File: config.mk
export PLATFORM = sky130hd
export DESIGN_NAME = config_crc_sync_tracker
export DESIGN_NICKNAME = d
export VERILOG_FILES = /design/src/hw/rtl/cfgcrc_pkg.sv /design/src/hw/rtl/cfgcrc_crc_byte.sv /design/src/hw/rtl/config_crc_sync_tracker.sv
export VERILOG_INCLUDE_DIRS = /design/src /design/src/hw/rtl
export SDC_FILE = /design/constraint.sdc
export NUM_CORES = 1
export LEC_CHECK = 0
export BUFFER_PORTS_ARGS = -buffer_cell sky130_fd_sc_hd__buf_4
export CORE_MARGIN = 5
export CORE_UTILIZATION = 39
export DETAILED_ROUTE_END_ITERATION = 8
export PLACE_DENSITY_LB_ADDON = 0.05
export SLEW_MARGIN = 20
export SYNTH_ARGS = -nofsm -noshare
export SYNTH_HDL_FRONTEND = slang
export SYNTH_SLANG_ARGS = --single-unit
File: constraint.sdc
create_clock -name clk -period 6.56 [get_ports clk]
set_input_delay 0.656 -clock clk [delete_from_list [all_inputs] [get_ports clk]]
set_output_delay 0.656 -clock clk [all_outputs]
set_load 0.03 [all_outputs]
File: src/hw/rtl/assert_macros.svh
// assertion macros used by config_crc_sync_tracker
`ifndef ASSERT_MACROS_SVH
`define ASSERT_MACROS_SVH

// property checked on every rising edge of clk, off while reset is active
`define ASSERT_CLK(lbl, prop, msg) \
	lbl: assert property (@(posedge clk) disable iff (!arst_n) prop) else $error(msg);

// consequent checked in the cycle after the antecedent, off while reset is active
`define ASSERT_NEXT(lbl, ante, cons, msg) \
	lbl: assert property (@(posedge clk) disable iff (!arst_n) (ante) |=> (cons)) else $error(msg);

`endif

File: src/hw/rtl/cfgcrc_pkg.sv
// types, constants and command codes for the config crc sync tracker
package cfgcrc_pkg;

	// frame length that is adopted
	localparam int WIRE_SIZE = 128;
	// byte counter saturates one above the frame length
	localparam int COUNT_SAT = WIRE_SIZE + 1;
	localparam int COUNT_W = $clog2(COUNT_SAT + 1);

	typedef logic [COUNT_W-1:0] count_t;

	localparam logic [31:0] CRC_INIT = 32'hFFFF_FFFF;
	localparam logic [31:0] CRC_POLY = 32'hEDB8_8320;
	localparam logic [31:0] PERIOD_RESET = 32'd1000;

	// command codes
	localparam logic CMD_BYTE = 1'b0;
	localparam logic CMD_QUERY = 1'b1;

	typedef struct packed {
		logic        cmd;
		logic [7:0]  data_byte;
		logic        last;
		logic [31:0] host_sum;
		logic [31:0] now_ms;
	} item_t;

	typedef struct packed {
		logic        accepted;
		logic        changed;
		logic        request;
		logic [31:0] held_checksum;
	} result_t;

endpackage

File: src/hw/rtl/cfgcrc_crc_byte.sv
// byte-wide reflected crc-32 update, eight bit steps unrolled
module cfgcrc_crc_byte (
	input  logic [31:0] crc_in,
	input  logic [7:0]  data_byte,
	output logic [31:0] crc_out
);

	// shift out one bit per step, folding in the polynomial on a set lsb
	always_comb begin
		logic [31:0] c;
		c = crc_in ^ {24'd0, data_byte};
		for (int k = 0; k < 8; k++) begin
			if (c[0]) begin
				c = (c >> 1) ^ cfgcrc_pkg::CRC_POLY;
			end else begin
				c = c >> 1;
			end
		end
		crc_out = c;
	end

endmodule

File: src/hw/rtl/config_crc_sync_tracker.sv
// top level of the config crc sync tracker: crc over frames, host resync decisions
//
//  channel  | direction | handshake                   | payload
//  ---------+-----------+-----------------------------+-------------------------------
//  item     | in        | item_valid / item_stall     | cmd data_byte last host_sum now_ms
//  result   | out       | result_valid / result_stall | accepted changed request held
//  cfg      | in        | cfg_we                      | cfg_wdata (request period, ms)
//
// one item per cycle while item_stall is low; state updates at the item transfer, and a
// query or a frame's last byte registers a result into the output register, or into the
// skid register when the output still holds an undelivered result; this two-entry output
// keeps items flowing while a result waits; item_stall rises only when both entries hold undelivered results.
// reset clears all state: crc all ones, counter, held crc and request time zero,
// request period 1000 ms, both output entries empty.
`include "assert_macros.svh"

module config_crc_sync_tracker (
	input  logic                 clk,
	input  logic                 arst_n,
	input  logic                 item_valid,
	output logic                 item_stall,
	input  cfgcrc_pkg::item_t    item,
	output logic                 result_valid,
	input  logic                 result_stall,
	output cfgcrc_pkg::result_t  result,
	input  logic                 cfg_we,
	input  logic [31:0]          cfg_wdata
);

	logic [31:0]         period_q;
	logic [31:0]         crc_q;
	cfgcrc_pkg::count_t  cnt_q;
	logic [31:0]         held_q;
	logic [31:0]         last_req_q;
	logic                ever_q;

	logic [31:0]         crc_d;
	cfgcrc_pkg::count_t  cnt_d;
	logic [31:0]         held_d;
	logic [31:0]         last_req_d;
	logic                ever_d;

	logic [31:0]   crc_next;
	logic [31:0]   elapsed;
	logic          take;
	logic          push;
	logic          frame_end;
	cfgcrc_pkg::result_t res;

	logic                result_valid_q;
	cfgcrc_pkg::result_t result_q;
	logic                skid_valid_q;
	cfgcrc_pkg::result_t skid_q;
	logic                pop;

	cfgcrc_crc_byte u_crc (
		.crc_in    (crc_q),
		.data_byte (item.data_byte),
		.crc_out   (crc_next)
	);

	assign item_stall = skid_valid_q;
	assign take = item_valid && !item_stall;
	assign elapsed = item.now_ms - last_req_q;
	assign frame_end = take && item.cmd == cfgcrc_pkg::CMD_BYTE && item.last;

	// per-item state update and result
	always_comb begin
		crc_d = crc_q;
		cnt_d = cnt_q;
		held_d = held_q;
		last_req_d = last_req_q;
		ever_d = ever_q;
		push = 1'b0;
		res = '0;
		if (take) begin
			case (item.cmd)
				cfgcrc_pkg::CMD_BYTE: begin
					crc_d = crc_next;
					if (cnt_q < cfgcrc_pkg::count_t'(cfgcrc_pkg::COUNT_SAT)) begin
						cnt_d = cnt_q + cfgcrc_pkg::count_t'(1);
					end
					if (item.last) begin
						push = 1'b1;
						if (cnt_d == cfgcrc_pkg::count_t'(cfgcrc_pkg::WIRE_SIZE)) begin
							res.accepted = 1'b1;
							res.changed = (~crc_next != held_q);
							held_d = ~crc_next;
							ever_d = 1'b0;
						end
						crc_d = cfgcrc_pkg::CRC_INIT;
						cnt_d = '0;
					end
				end
				cfgcrc_pkg::CMD_QUERY: begin
					push = 1'b1;
					if (item.host_sum != held_q && (!ever_q || elapsed >= period_q)) begin
						res.request = 1'b1;
						last_req_d = item.now_ms;
						ever_d = 1'b1;
					end
				end
				default: begin
					push = 1'b0;
				end
			endcase
		end
		res.held_checksum = held_d;
	end

	// tracker state and config register
	always_ff @(posedge clk or negedge arst_n) begin
		if (!arst_n) begin
			period_q <= cfgcrc_pkg::PERIOD_RESET;
			crc_q <= cfgcrc_pkg::CRC_INIT;
			cnt_q <= '0;
			held_q <= '0;
			last_req_q <= '0;
			ever_q <= 1'b0;
		end else begin
			if (cfg_we) begin
				period_q <= cfg_wdata;
			end
			crc_q <= crc_d;
			cnt_q <= cnt_d;
			held_q <= held_d;
			last_req_q <= last_req_d;
			ever_q <= ever_d;
		end
	end

	// output register with skid entry
	assign pop = result_valid_q && !result_stall;

	always_ff @(posedge clk or negedge arst_n) begin
		if (!arst_n) begin
			result_valid_q <= 1'b0;
			skid_valid_q <= 1'b0;
		end else begin
			if (skid_valid_q) begin
				if (pop) begin
					skid_valid_q <= 1'b0;
				end
			end else if (push) begin
				if (result_valid_q && !pop) begin
					skid_valid_q <= 1'b1;
				end else begin
					result_valid_q <= 1'b1;
				end
			end else if (pop) begin
				result_valid_q <= 1'b0;
			end
		end
	end

	// payload of the output entries
	always_ff @(posedge clk) begin
		if (skid_valid_q) begin
			if (pop) begin
				result_q <= skid_q;
			end
		end else if (push) begin
			if (result_valid_q && !pop) begin
				skid_q <= res;
			end else begin
				result_q <= res;
			end
		end
	end

	assign result_valid = result_valid_q;
	assign result = result_q;

	// checks
	`ASSERT_CLK(a_skid_behind_out, skid_valid_q |-> result_valid_q, "skid full, output empty")
	`ASSERT_CLK(a_count_bound, cnt_q <= cfgcrc_pkg::count_t'(cfgcrc_pkg::COUNT_SAT), "count high")
	`ASSERT_CLK(a_changed_accept, result_valid && result.changed |-> result.accepted, "bad changed")
	`ASSERT_CLK(a_request_alone, result_valid && result.request |-> !result.accepted, "bad request")
	`ASSERT_NEXT(a_frame_restart, frame_end, cnt_q == '0 && crc_q == cfgcrc_pkg::CRC_INIT, "no restart")

endmodule
==> impl_metrics.py, run 1 <==
metrics = {
    "status": {
        "status": "finished, final reports clean",
    },
    "critical_path": {
        "path_delay_family": "compound AO/OA/AOI/OAI gates",
        "critical_path.startpoint_type": "flop",
        "crit_chain": "ha_1, inv_1, fa_1, a211oi_1, o21ai_0, a31oi_1, o21ai_0, a21oi_1, nor4_1, a2111oi_0, xnor2_1, ha_1, nand4_1, nor2_1, nand3_1, a311o_1, a41oi_4, buf_12, mux2_2",
        "cp.buffers_inverters": 2,
        "crit_path_max_incr_delay_ns": 0.57,
        "required_ns": 6.96,
        "end_kind": "flop",
        "crit_fanout": 24,
        "worst-setup-path-type": "flop to flop",
        "crit_arrival_ns": 5.90,
        "slowest_stage": "a41oi_4",
    },
    "route": {
        "drt-initial-drc-count": 346,
        "ant_nets": 0,
        "wl_per_cell_um": 18.0,
        "viasPerCell": 5.00,
        "via_count": 8509,
        "routed_wirelength_mm": 30.6,
        "drtPass1Iterations": 4,
        "drc": 0,
    },
    "cells_and_area": {
        "layout-drive-gt1-share_pct": 26.8,
        "nets": 1457,
        "syn2layout_area_growth_pct": 19.4,
        "fin_cells": 1702,
        "post-route-util_pct": 46.7,
        "n_antenna_cell": 0,
    },
    "pwr": {
        "p_leak_nw": 6.62,
        "vdd_drop_max_mv": 0.329,
        "pwr-share-comb_pct": 54.8,
        "p_int_mw": 4.36,
        "powerDensity_mw_per_mm2": 500,
        "switching_share_pct": 40.4,
        "p_sw_mw": 2.96,
        "clock_power_share_pct": 18.9,
        "seqPwrFrac_pct": 26.3,
        "power.total_mw": 7.32,
    },
    "floorplanning": {
        "die_area_mm2": 0.0351,
        "die_w_um": 187,
        "start_util_pct": 39.1,
        "core_mm2": 0.0313,
        "die_h_um": 187,
        "io_pins": 148,
        "rows": 65,
    },
    "clocking": {
        "ctsHoldBuffers": 0,
        "cts_made_buffers": 26,
        "postCtsSetupBuffers": 0,
        "cts_tree": "yes",
        "clock-root-buffer": "clkbuf_16",
        "clock_path_buffers": 3,
        "clock_sinks": 209,
        "cts_resized": 0,
        "clkTransAtPathRegs_ns": 0.06,
        "cts_max_level": 1,
        "clk_latency_ns": 0.53,
    },
    "timing": {
        "finalSetupTns_ns": 0,
        "slew_headroom_pct": 31.1,
        "post-route-period-util_pct": 83.8,
        "tightest_slew_ns": 1.03,
        "finalSetupViolCount": 0,
        "hold_viol_final": 0,
        "fmax_ghz": 0.182,
        "rsz0062_at_grt": "no",
        "post-route-min-period_ns": 5.50,
        "fin_skew_ns": 0.0100,
        "drv_slew": 0,
        "whs_ns": 0.189,
    },
    "placement": {
        "gp_congestion": 0.862,
        "dp_cells": 1654,
        "hpwl_mm": 22.7,
        "io_buffers": 147,
    },
    "logic_synthesis": {
        "synth_edf_count": 70,
        "async_flop_share_pct": 66.5,
        "yosysSeqAreaShare_pct": 45.9,
        "synth_seq_cells": 209,
        "ys_types": 71,
        "ys_warn_count": 0,
        "synthCells": 1134,
        "ys.flop_type": "dfrtp_1",
        "syn_area_mm2": 0.0123,
        "syn_nets": 1311,
        "syn_area_per_cell_um2": 10.8,
    },
    "grt": {
        "grt_overflow": 0,
        "grtUsageTotal_pct": 17.2,
        "grt_pass1_vias": 8692,
        "antenna_found_initial": 2,
        "grt_start_max_net_pins": 82,
        "grt_pass1_wl_mm": 48.6,
    },
    "worst_hold_path": {
        "hold_class": "input pin to asynchronous set/reset pin",
    },
    "run": {
        "cap_violations": 0,
    },
}
[power groups by stage]
stage / Combinational, mW / Clock (mW) / Sequential (mW)
finish: 4.01 / 1.38 / 1.92
global route: 4.43 / 1.48 / 1.96
CTS: 4.07 / 1.44 / 1.93
detailed placement: 4.05 / 0 / 1.95
global placement: 4.04 / 0 / 1.95
floorplan: 2.87 / 0 / 2.06
[flip-flops by register name (all words and copies together), names as in the netlist]
signal / count
last_req_q: 32
period_q: 32
result_valid: 1
crc_q: 32
held_q: 32
item_stall: 1
result: 35
ever_q: 1
cnt_q: 8
skid_q: 35
[cells by family (layout without fill, tap and decap cells)]
kind of cell | Yosys count | count (layout) | synth area share [%]
xor gates and xnor gates | 154 | 154 | 13.9
AOI/OAI and AO/OA | 232 | 232 | 11.9
DFF | 209 | 209 | 45.9
adders and majority gates | 66 | 66 | 6.80
muxes | 68 | 68 | 6.69
and+or+nand+nor | 293 | 293 | 11.1
buffers and inverters | 112 | 278 | 3.72
[path summary, 6_finish.rpt]
kind,from,to,slack (ns),depth (start not counted)
hold reg to reg,ever_q,ever_q,0.48,1
hold / removal,arst_n,last_req_q[4],0.19,1
max in group asynchronous,arst_n,held_q[12],5.02,2
setup / recovery,last_req_q[0],last_req_q[14],1.06,19
min in group clk,cfg_wdata[21],period_q[21],0.33,3
setup reg to reg,last_req_q[0],last_req_q[14],1.06,19
[layer usage]
| metal | vias up | wire length, µm | track usage, % |
|---|---|---|---|
| li1 | 4269 | - | - |
| met1 | 4024 | 13700 | 22.6 |
| met2 | 170 | 14800 | 29.4 |
| met3 | 42 | 1330 | 3.10 |
| met4 | 4 | 768 | 4.35 |
| met5 | - | 27 | 0 |
[synth_stat cells, drive strengths merged, types with 3 or more instances]
master | count | area, µm²
o21a | 11 | 82.6
o211ai | 4 | 30.0
nor3 | 10 | 50.1
nand2 | 154 | 648
o22a | 3 | 26.3
nand4 | 10 | 62.6
o21bai | 9 | 67.6
edfxtp | 70 | 2100
inv | 75 | 282
or3 | 5 | 31.3
a21oi | 66 | 330
dfstp | 38 | 998
nor2b | 4 | 25.0
buf | 11 | 76.3
ha | 65 | 813
nor4 | 13 | 81.3
xnor3 | 16 | 360
nor2 | 61 | 229
dfrtp | 101 | 2530
and3 | 7 | 47.5
and2 | 4 | 27.5
xor2 | 60 | 526
mux2 | 66 | 800
a21o | 18 | 136
nand2b | 4 | 25.0
o21ai | 77 | 385
a211oi | 7 | 52.6
nand3 | 16 | 80.1
clkbuf | 25 | 93.8
o31ai | 4 | 43.8
a31oi | 8 | 56.3
xnor2 | 77 | 795
[through the flow]
stage	area [µm²]	setup slack (ns)
6_report	14600	1.06
3_3_place_gp	13800	0.634
5_1_grt	14600	0.640
4_1_cts	14600	0.988
3_5_place_dp	13800	0.549
2_1_floorplan	12300	1.38
[placed cells by master, fill, tap and decap left out, types with 61 or more instances in the layout]
cell type,n
nand2_1,126
edfxtp_1,70
xnor2_1,64
inv_1,75
nor2_1,61
a21oi_1,65
ha_1,65
dfrtp_1,101
buf_4,152
o21ai_0,77
[area by class of cell]
class,instances,area (µm²)
clock buffer,34,702
tap,402,503
multi-input combinational,813,6220
clock inverter,14,125
inverter,76,285
fill,2954,16700
timing repair buffer,154,1170
sequential,209,5630
Power figures use the tool's default switching activity.
==> run 2: changes to the inputs <==
Clock period 6.56 ns to 5.5 ns, I/O delays scaled along.
==> run 2 against run 1 <==
Fmax grew 7.9%. Global-route usage about the same. Sequential share of layout area fell by 0.16 points. Final cell count is 0.12% higher. Worst setup slack worse by 0.66 ns. Design area is 0.42% higher. Highest routed layer unchanged. Clock power increased by 26%. Combinational power up 20%. Critical path type unchanged. First-iteration DRC count down 3.2%. Via count rose by 0.46%. Hold slack lost 0.088 ns.
==> impl_metrics.py, run 2 (synthesis gave the netlist of run 1 again) <==
metrics = {
    "status": {
        "status": "finished, final reports clean",
    },
    "grt": {
        "grt_start_max_net_pins": 93,
        "grt_overflow": 0,
        "grt_pass1_wl_mm": 48.6,
        "grtUsageTotal_pct": 17.2,
        "antenna_found_initial": 2,
        "grt_pass1_vias": 8773,
    },
    "floorplanning": {
        "rows": 65,
        "die_w_um": 187,
        "start_util_pct": 39.1,
        "die_h_um": 187,
        "die_area_mm2": 0.0351,
        "io_pins": 148,
        "core_mm2": 0.0313,
    },
    "cells_and_area": {
        "final_cell_mix": "buf_4 (154), nand2_1 (126), dfrtp_1 (101)",
        "final_common_cell": "buf_4",
        "stdcell_area_mm2": 0.0147,
        "syn2layout_area_growth_pct": 19.9,
        "fin_cells": 1704,
        "nets": 1459,
        "n_antenna_cell": 0,
        "layout-drive-gt1-share_pct": 27.2,
        "post-route-util_pct": 46.9,
    },
    "route": {
        "wl_per_cell_um": 18.0,
        "ant_nets": 0,
        "drtPass1Iterations": 5,
        "drc": 0,
        "drt-initial-drc-count": 335,
        "via_count": 8548,
        "routed_wirelength_mm": 30.7,
        "viasPerCell": 5.02,
    },
    "timing": {
        "hold_viol_final": 0,
        "rsz0062_at_grt": "no",
        "whs_ns": 0.101,
        "drv_slew": 0,
        "fmax_ghz": 0.196,
        "setup_ws_ns": 0.403,
        "finalSetupTns_ns": 0,
        "post-route-min-period_ns": 5.10,
        "slew_headroom_pct": 37.8,
        "fin_skew_ns": 0.00781,
        "post-route-period-util_pct": 92.7,
        "tightest_slew_ns": 0.931,
        "finalSetupViolCount": 0,
    },
    "placement": {
        "dp_cells": 1656,
        "hpwl_mm": 22.7,
        "gp_congestion": 0.884,
        "io_buffers": 147,
        "post-place-ws_ns": 0.0710,
        "place_area_mm2": 0.0138,
    },
    "clocking": {
        "clock_path_buffers": 3,
        "ctsHoldBuffers": 0,
        "clock-root-buffer": "clkbuf_16",
        "cts_made_buffers": 26,
        "clock_sinks": 209,
        "clk_latency_ns": 0.53,
        "postCtsSetupBuffers": 0,
        "cts_tree": "yes",
        "cts_resized": 0,
        "cts_max_level": 1,
        "clkTransAtPathRegs_ns": 0.06,
    },
    "critical_path": {
        "worst-setup-path-type": "flop to flop",
        "critical_path.startpoint_type": "flop",
        "required_ns": 5.91,
        "crit_arrival_ns": 5.51,
        "crit_fanout": 11,
        "end_kind": "flop",
    },
    "worst_hold_path": {
        "hold_class": "input pin to asynchronous set/reset pin",
    },
    "run": {
        "cap_violations": 0,
    },
    "pwr": {
        "p_leak_nw": 6.65,
        "powerDensity_mw_per_mm2": 602,
        "power.total_mw": 8.85,
        "vdd_drop_max_mv": 0.331,
    },
}
run 2: cell count changes in the layout (fill, tap and decap cells not counted):
cell,before,now
clkinvlp_4,0,1
clkbuf_8,0,4
clkinv_8,0,1
clkinv_4,2,0
bufinv_16,2,3
clkinv_1,6,1
clkbuf_1,7,9
clkbuf_16,27,26
inv_6,1,0
buf_4,152,154
run 2: path summary, 6_finish.rpt:
| path | cells after the start | endpoint | slack (ns) | from |
|---|---|---|---|---|
| setup / recovery | 19 | last_req_q[29] | 0.40 | last_req_q[0] |
| hold / removal | 1 | last_req_q[3] | 0.10 | arst_n |
| setup reg to reg | 19 | last_req_q[29] | 0.40 | last_req_q[0] |
| hold reg to reg | 1 | ever_q | 0.47 | ever_q |
| max in group asynchronous | 2 | held_q[12] | 4.15 | arst_n |
| min in group clk | 3 | period_q[2] | 0.22 | cfg_wdata[2] |
run 2: layout make-up:
class                      instances  area [µm²]
multi-input combinational        813        6220
clock buffer                      39         739
timing repair buffer             156        1190
clock inverter                     9         134
inverter                          76         285
sequential                       209        5630
fill                            2936       16600
tap                              402         503
run 2: power by group:
group | leakage (nW) | internal (mW) | switching (mW)
Sequential | 2.38 | 2.09 | 0.208
Combinational | 3.84 | 2.14 | 2.67
Clock | 0.425 | 1.07 | 0.675
run 2: worst max-delay path, stage by stage (launching register included):
cell	delay [ns]
dfrtp_1	0.34
ha_1	0.18
inv_1	0.06
fa_1	0.41
a211oi_1	0.28
o21ai_0	0.15
a31oi_1	0.36
o21ai_0	0.25
a21oi_1	0.33
nor4_1	0.11
a2111oi_0	0.48
xnor2_1	0.13
ha_1	0.29
nand4_1	0.09
nor2_1	0.16
nand3_1	0.10
a311o_1	0.37
a41oi_4	0.27
buf_4	0.24
mux2_2	0.35
run 2: routing by layer:
metal	up-vias	GRT usage [%]	part of all wire, %
li1	4257	-	-
met5	-	0	0.091
met4	4	5.35	3.5
met1	4050	22.2	44
met3	58	3.34	4.5
met2	179	29.2	47
==> run 3: changes to the inputs <==
Settings changed: RECOVER_POWER set to 25.
==> run 3 against run 2 <==
The run now ends with capacitance limit, slew limit left. Design area about the same. Critical path depth unchanged. Core utilization is essentially flat. Highest routed layer unchanged. Die area is the same. Critical path type unchanged. Via count barely moved. Largest power group unchanged. Global-route usage unchanged.
==> impl_metrics.py, run 3 (synthesis gave the netlist of run 1 again) <==
metrics = {
    "grt": {
        "grt_start_max_net_pins": 93,
        "grt_pass1_wl_mm": 48.6,
        "antenna_found_initial": 2,
        "grt_pass1_vias": 8773,
        "grt_overflow": 0,
        "grtUsageTotal_pct": 17.2,
    },
    "cells_and_area": {
        "final_cell_mix": "buf_4 (153), nand2_1 (126), dfrtp_1 (101)",
        "n_antenna_cell": 0,
        "layout-drive-gt1-share_pct": 27.0,
        "nets": 1459,
        "stdcell_area_mm2": 0.0147,
        "fillers": 2936,
        "final_common_cell": "buf_4",
        "syn2layout_area_growth_pct": 19.8,
    },
    "worst_hold_path": {
        "whs_endpoint": "period_q[2]",
        "min_from": "cfg_wdata[2]",
        "hold-path-cell-count": 3,
        "hold_class": "input pin to flop",
    },
    "timing": {
        "drv_slew": 157,
        "post-route-period-util_pct": 92.7,
        "slew_headroom_pct": -186,
        "tightest_slew_ns": 4.29,
        "finalSetupViolCount": 0,
        "rsz0062_at_grt": "no",
        "whs_ns": 0.224,
        "finalSetupTns_ns": 0,
        "hold_viol_final": 0,
        "post-route-min-period_ns": 5.10,
        "fin_skew_ns": 0.00781,
        "fmax_ghz": 0.196,
    },
    "floorplanning": {
        "rows": 65,
        "core_mm2": 0.0313,
        "die_w_um": 187,
        "start_util_pct": 39.1,
        "die_area_mm2": 0.0351,
        "die_h_um": 187,
        "io_pins": 148,
    },
    "clocking": {
        "cts_tree": "yes",
        "cts_max_level": 1,
        "cts_made_buffers": 26,
        "ctsHoldBuffers": 0,
        "clock_path_buffers": 3,
        "clk_latency_ns": 0.53,
        "postCtsSetupBuffers": 0,
        "cts_resized": 0,
        "clock_sinks": 209,
        "clkTransAtPathRegs_ns": 0.06,
        "clock-root-buffer": "clkbuf_16",
    },
    "critical_path": {
        "required_ns": 5.91,
        "setup.worst_path.start": "last_req_q[0]",
        "critical_path.startpoint_type": "flop",
        "end_kind": "flop",
        "crit_fanout": 11,
        "reg2regPathDepth": 19,
        "worst-setup-path-type": "flop to flop",
        "crit_arrival_ns": 5.51,
        "r2r-end": "last_req_q[29]",
        "timing.rr.start": "last_req_q[0]",
        "reg2reg_slack_ns": 0.40,
    },
    "route": {
        "via_count": 8547,
        "wl_per_cell_um": 18.0,
        "drtPass1Iterations": 5,
        "viasPerCell": 5.02,
        "drc": 0,
        "ant_nets": 0,
        "routed_wirelength_mm": 30.7,
        "drt-initial-drc-count": 334,
    },
    "status": {
        "violations": "capacitance limit, slew limit",
        "status": "complete, but fails checks",
    },
    "run": {
        "cap_violations": 2,
    },
    "pwr": {
        "p_leak_nw": 6.65,
        "powerDensity_mw_per_mm2": 603,
        "power.total_mw": 8.85,
        "vdd_drop_max_mv": 0.332,
    },
    "placement": {
        "hpwl_mm": 22.7,
        "io_buffers": 147,
        "gp_congestion": 0.884,
        "place_area_mm2": 0.0138,
    },
}
==> run 3: cell count changes in the layout (fill, tap and decap cells not counted), sizes merged <==
| cell | previous run | this run |
|---|---|---|
| clkbuf | 39 | 40 |
| buf | 156 | 154 |
| dlygate4sd2 | 0 | 1 |
==> run 3: final cells by class <==
type	instances	area, µm²	share of cell area, %
multi-input combinational	813	6220	42.3
clock inverter	9	134	0.911
tap	402	503	3.42
sequential	209	5630	38.3
inverter	76	285	1.94
timing repair buffer	156	1180	8.04
clock buffer	39	739	5.03
==> run 3: critical path, cell delays in order, from the launching register on <==
cell and delay, ns:
dfrtp_1 0.34, ha_1 0.18, inv_1 0.06, fa_1 0.41, a211oi_1 0.28, o21ai_0 0.15, a31oi_1 0.36, o21ai_0 0.26
a21oi_1 0.33, nor4_1 0.11, a2111oi_0 0.48, xnor2_1 0.13, ha_1 0.29, nand4_1 0.09, nor2_1 0.16, nand3_1 0.10
a311o_1 0.37, a41oi_4 0.27, buf_4 0.24, mux2_2 0.35
==> run 3: layer usage <==
metal | track usage, % | share of wire (%)
met2 | 29.2 | 47
met4 | 5.35 | 3.5
met1 | 22.2 | 44
met5 | 0 | 0.091
met3 | 3.34 | 4.5
==> run 3: report_power, final <==
part / internal [mW] / total, mW / switching (mW)
combinational: 2.14 / 4.82 / 2.67
sequential: 2.09 / 2.29 / 0.208
clock: 1.07 / 1.74 / 0.674
==> run 3: metrics by stage <==
step / setup slack [ns] / std cells / utilization (%)
floorplan: 0.425 / 1134 / -
global placement: 0.143 / 1656 / 44.1
detailed placement: 0.0710 / 1656 / 44.1
CTS: 0.412 / 1704 / 46.9
global route: 0.202 / 1704 / 46.9
finish: 0.403 / 1704 / 46.9
==> run 3: worst max path at each step <==
| stage | endpoint | slack [ns] | cells past startpoint |
|---|---|---|---|
| after floorplan | last_req_q[10] | 0.43 | 20 |
| after detailed placement | last_req_q[29] | 0.07 | 21 |
| after CTS | last_req_q[29] | 0.41 | 19 |
| after global placement | last_req_q[24] | 0.14 | 21 |
| after global routing | last_req_q[27] | 0.20 | 18 |
| final | last_req_q[29] | 0.40 | 19 |
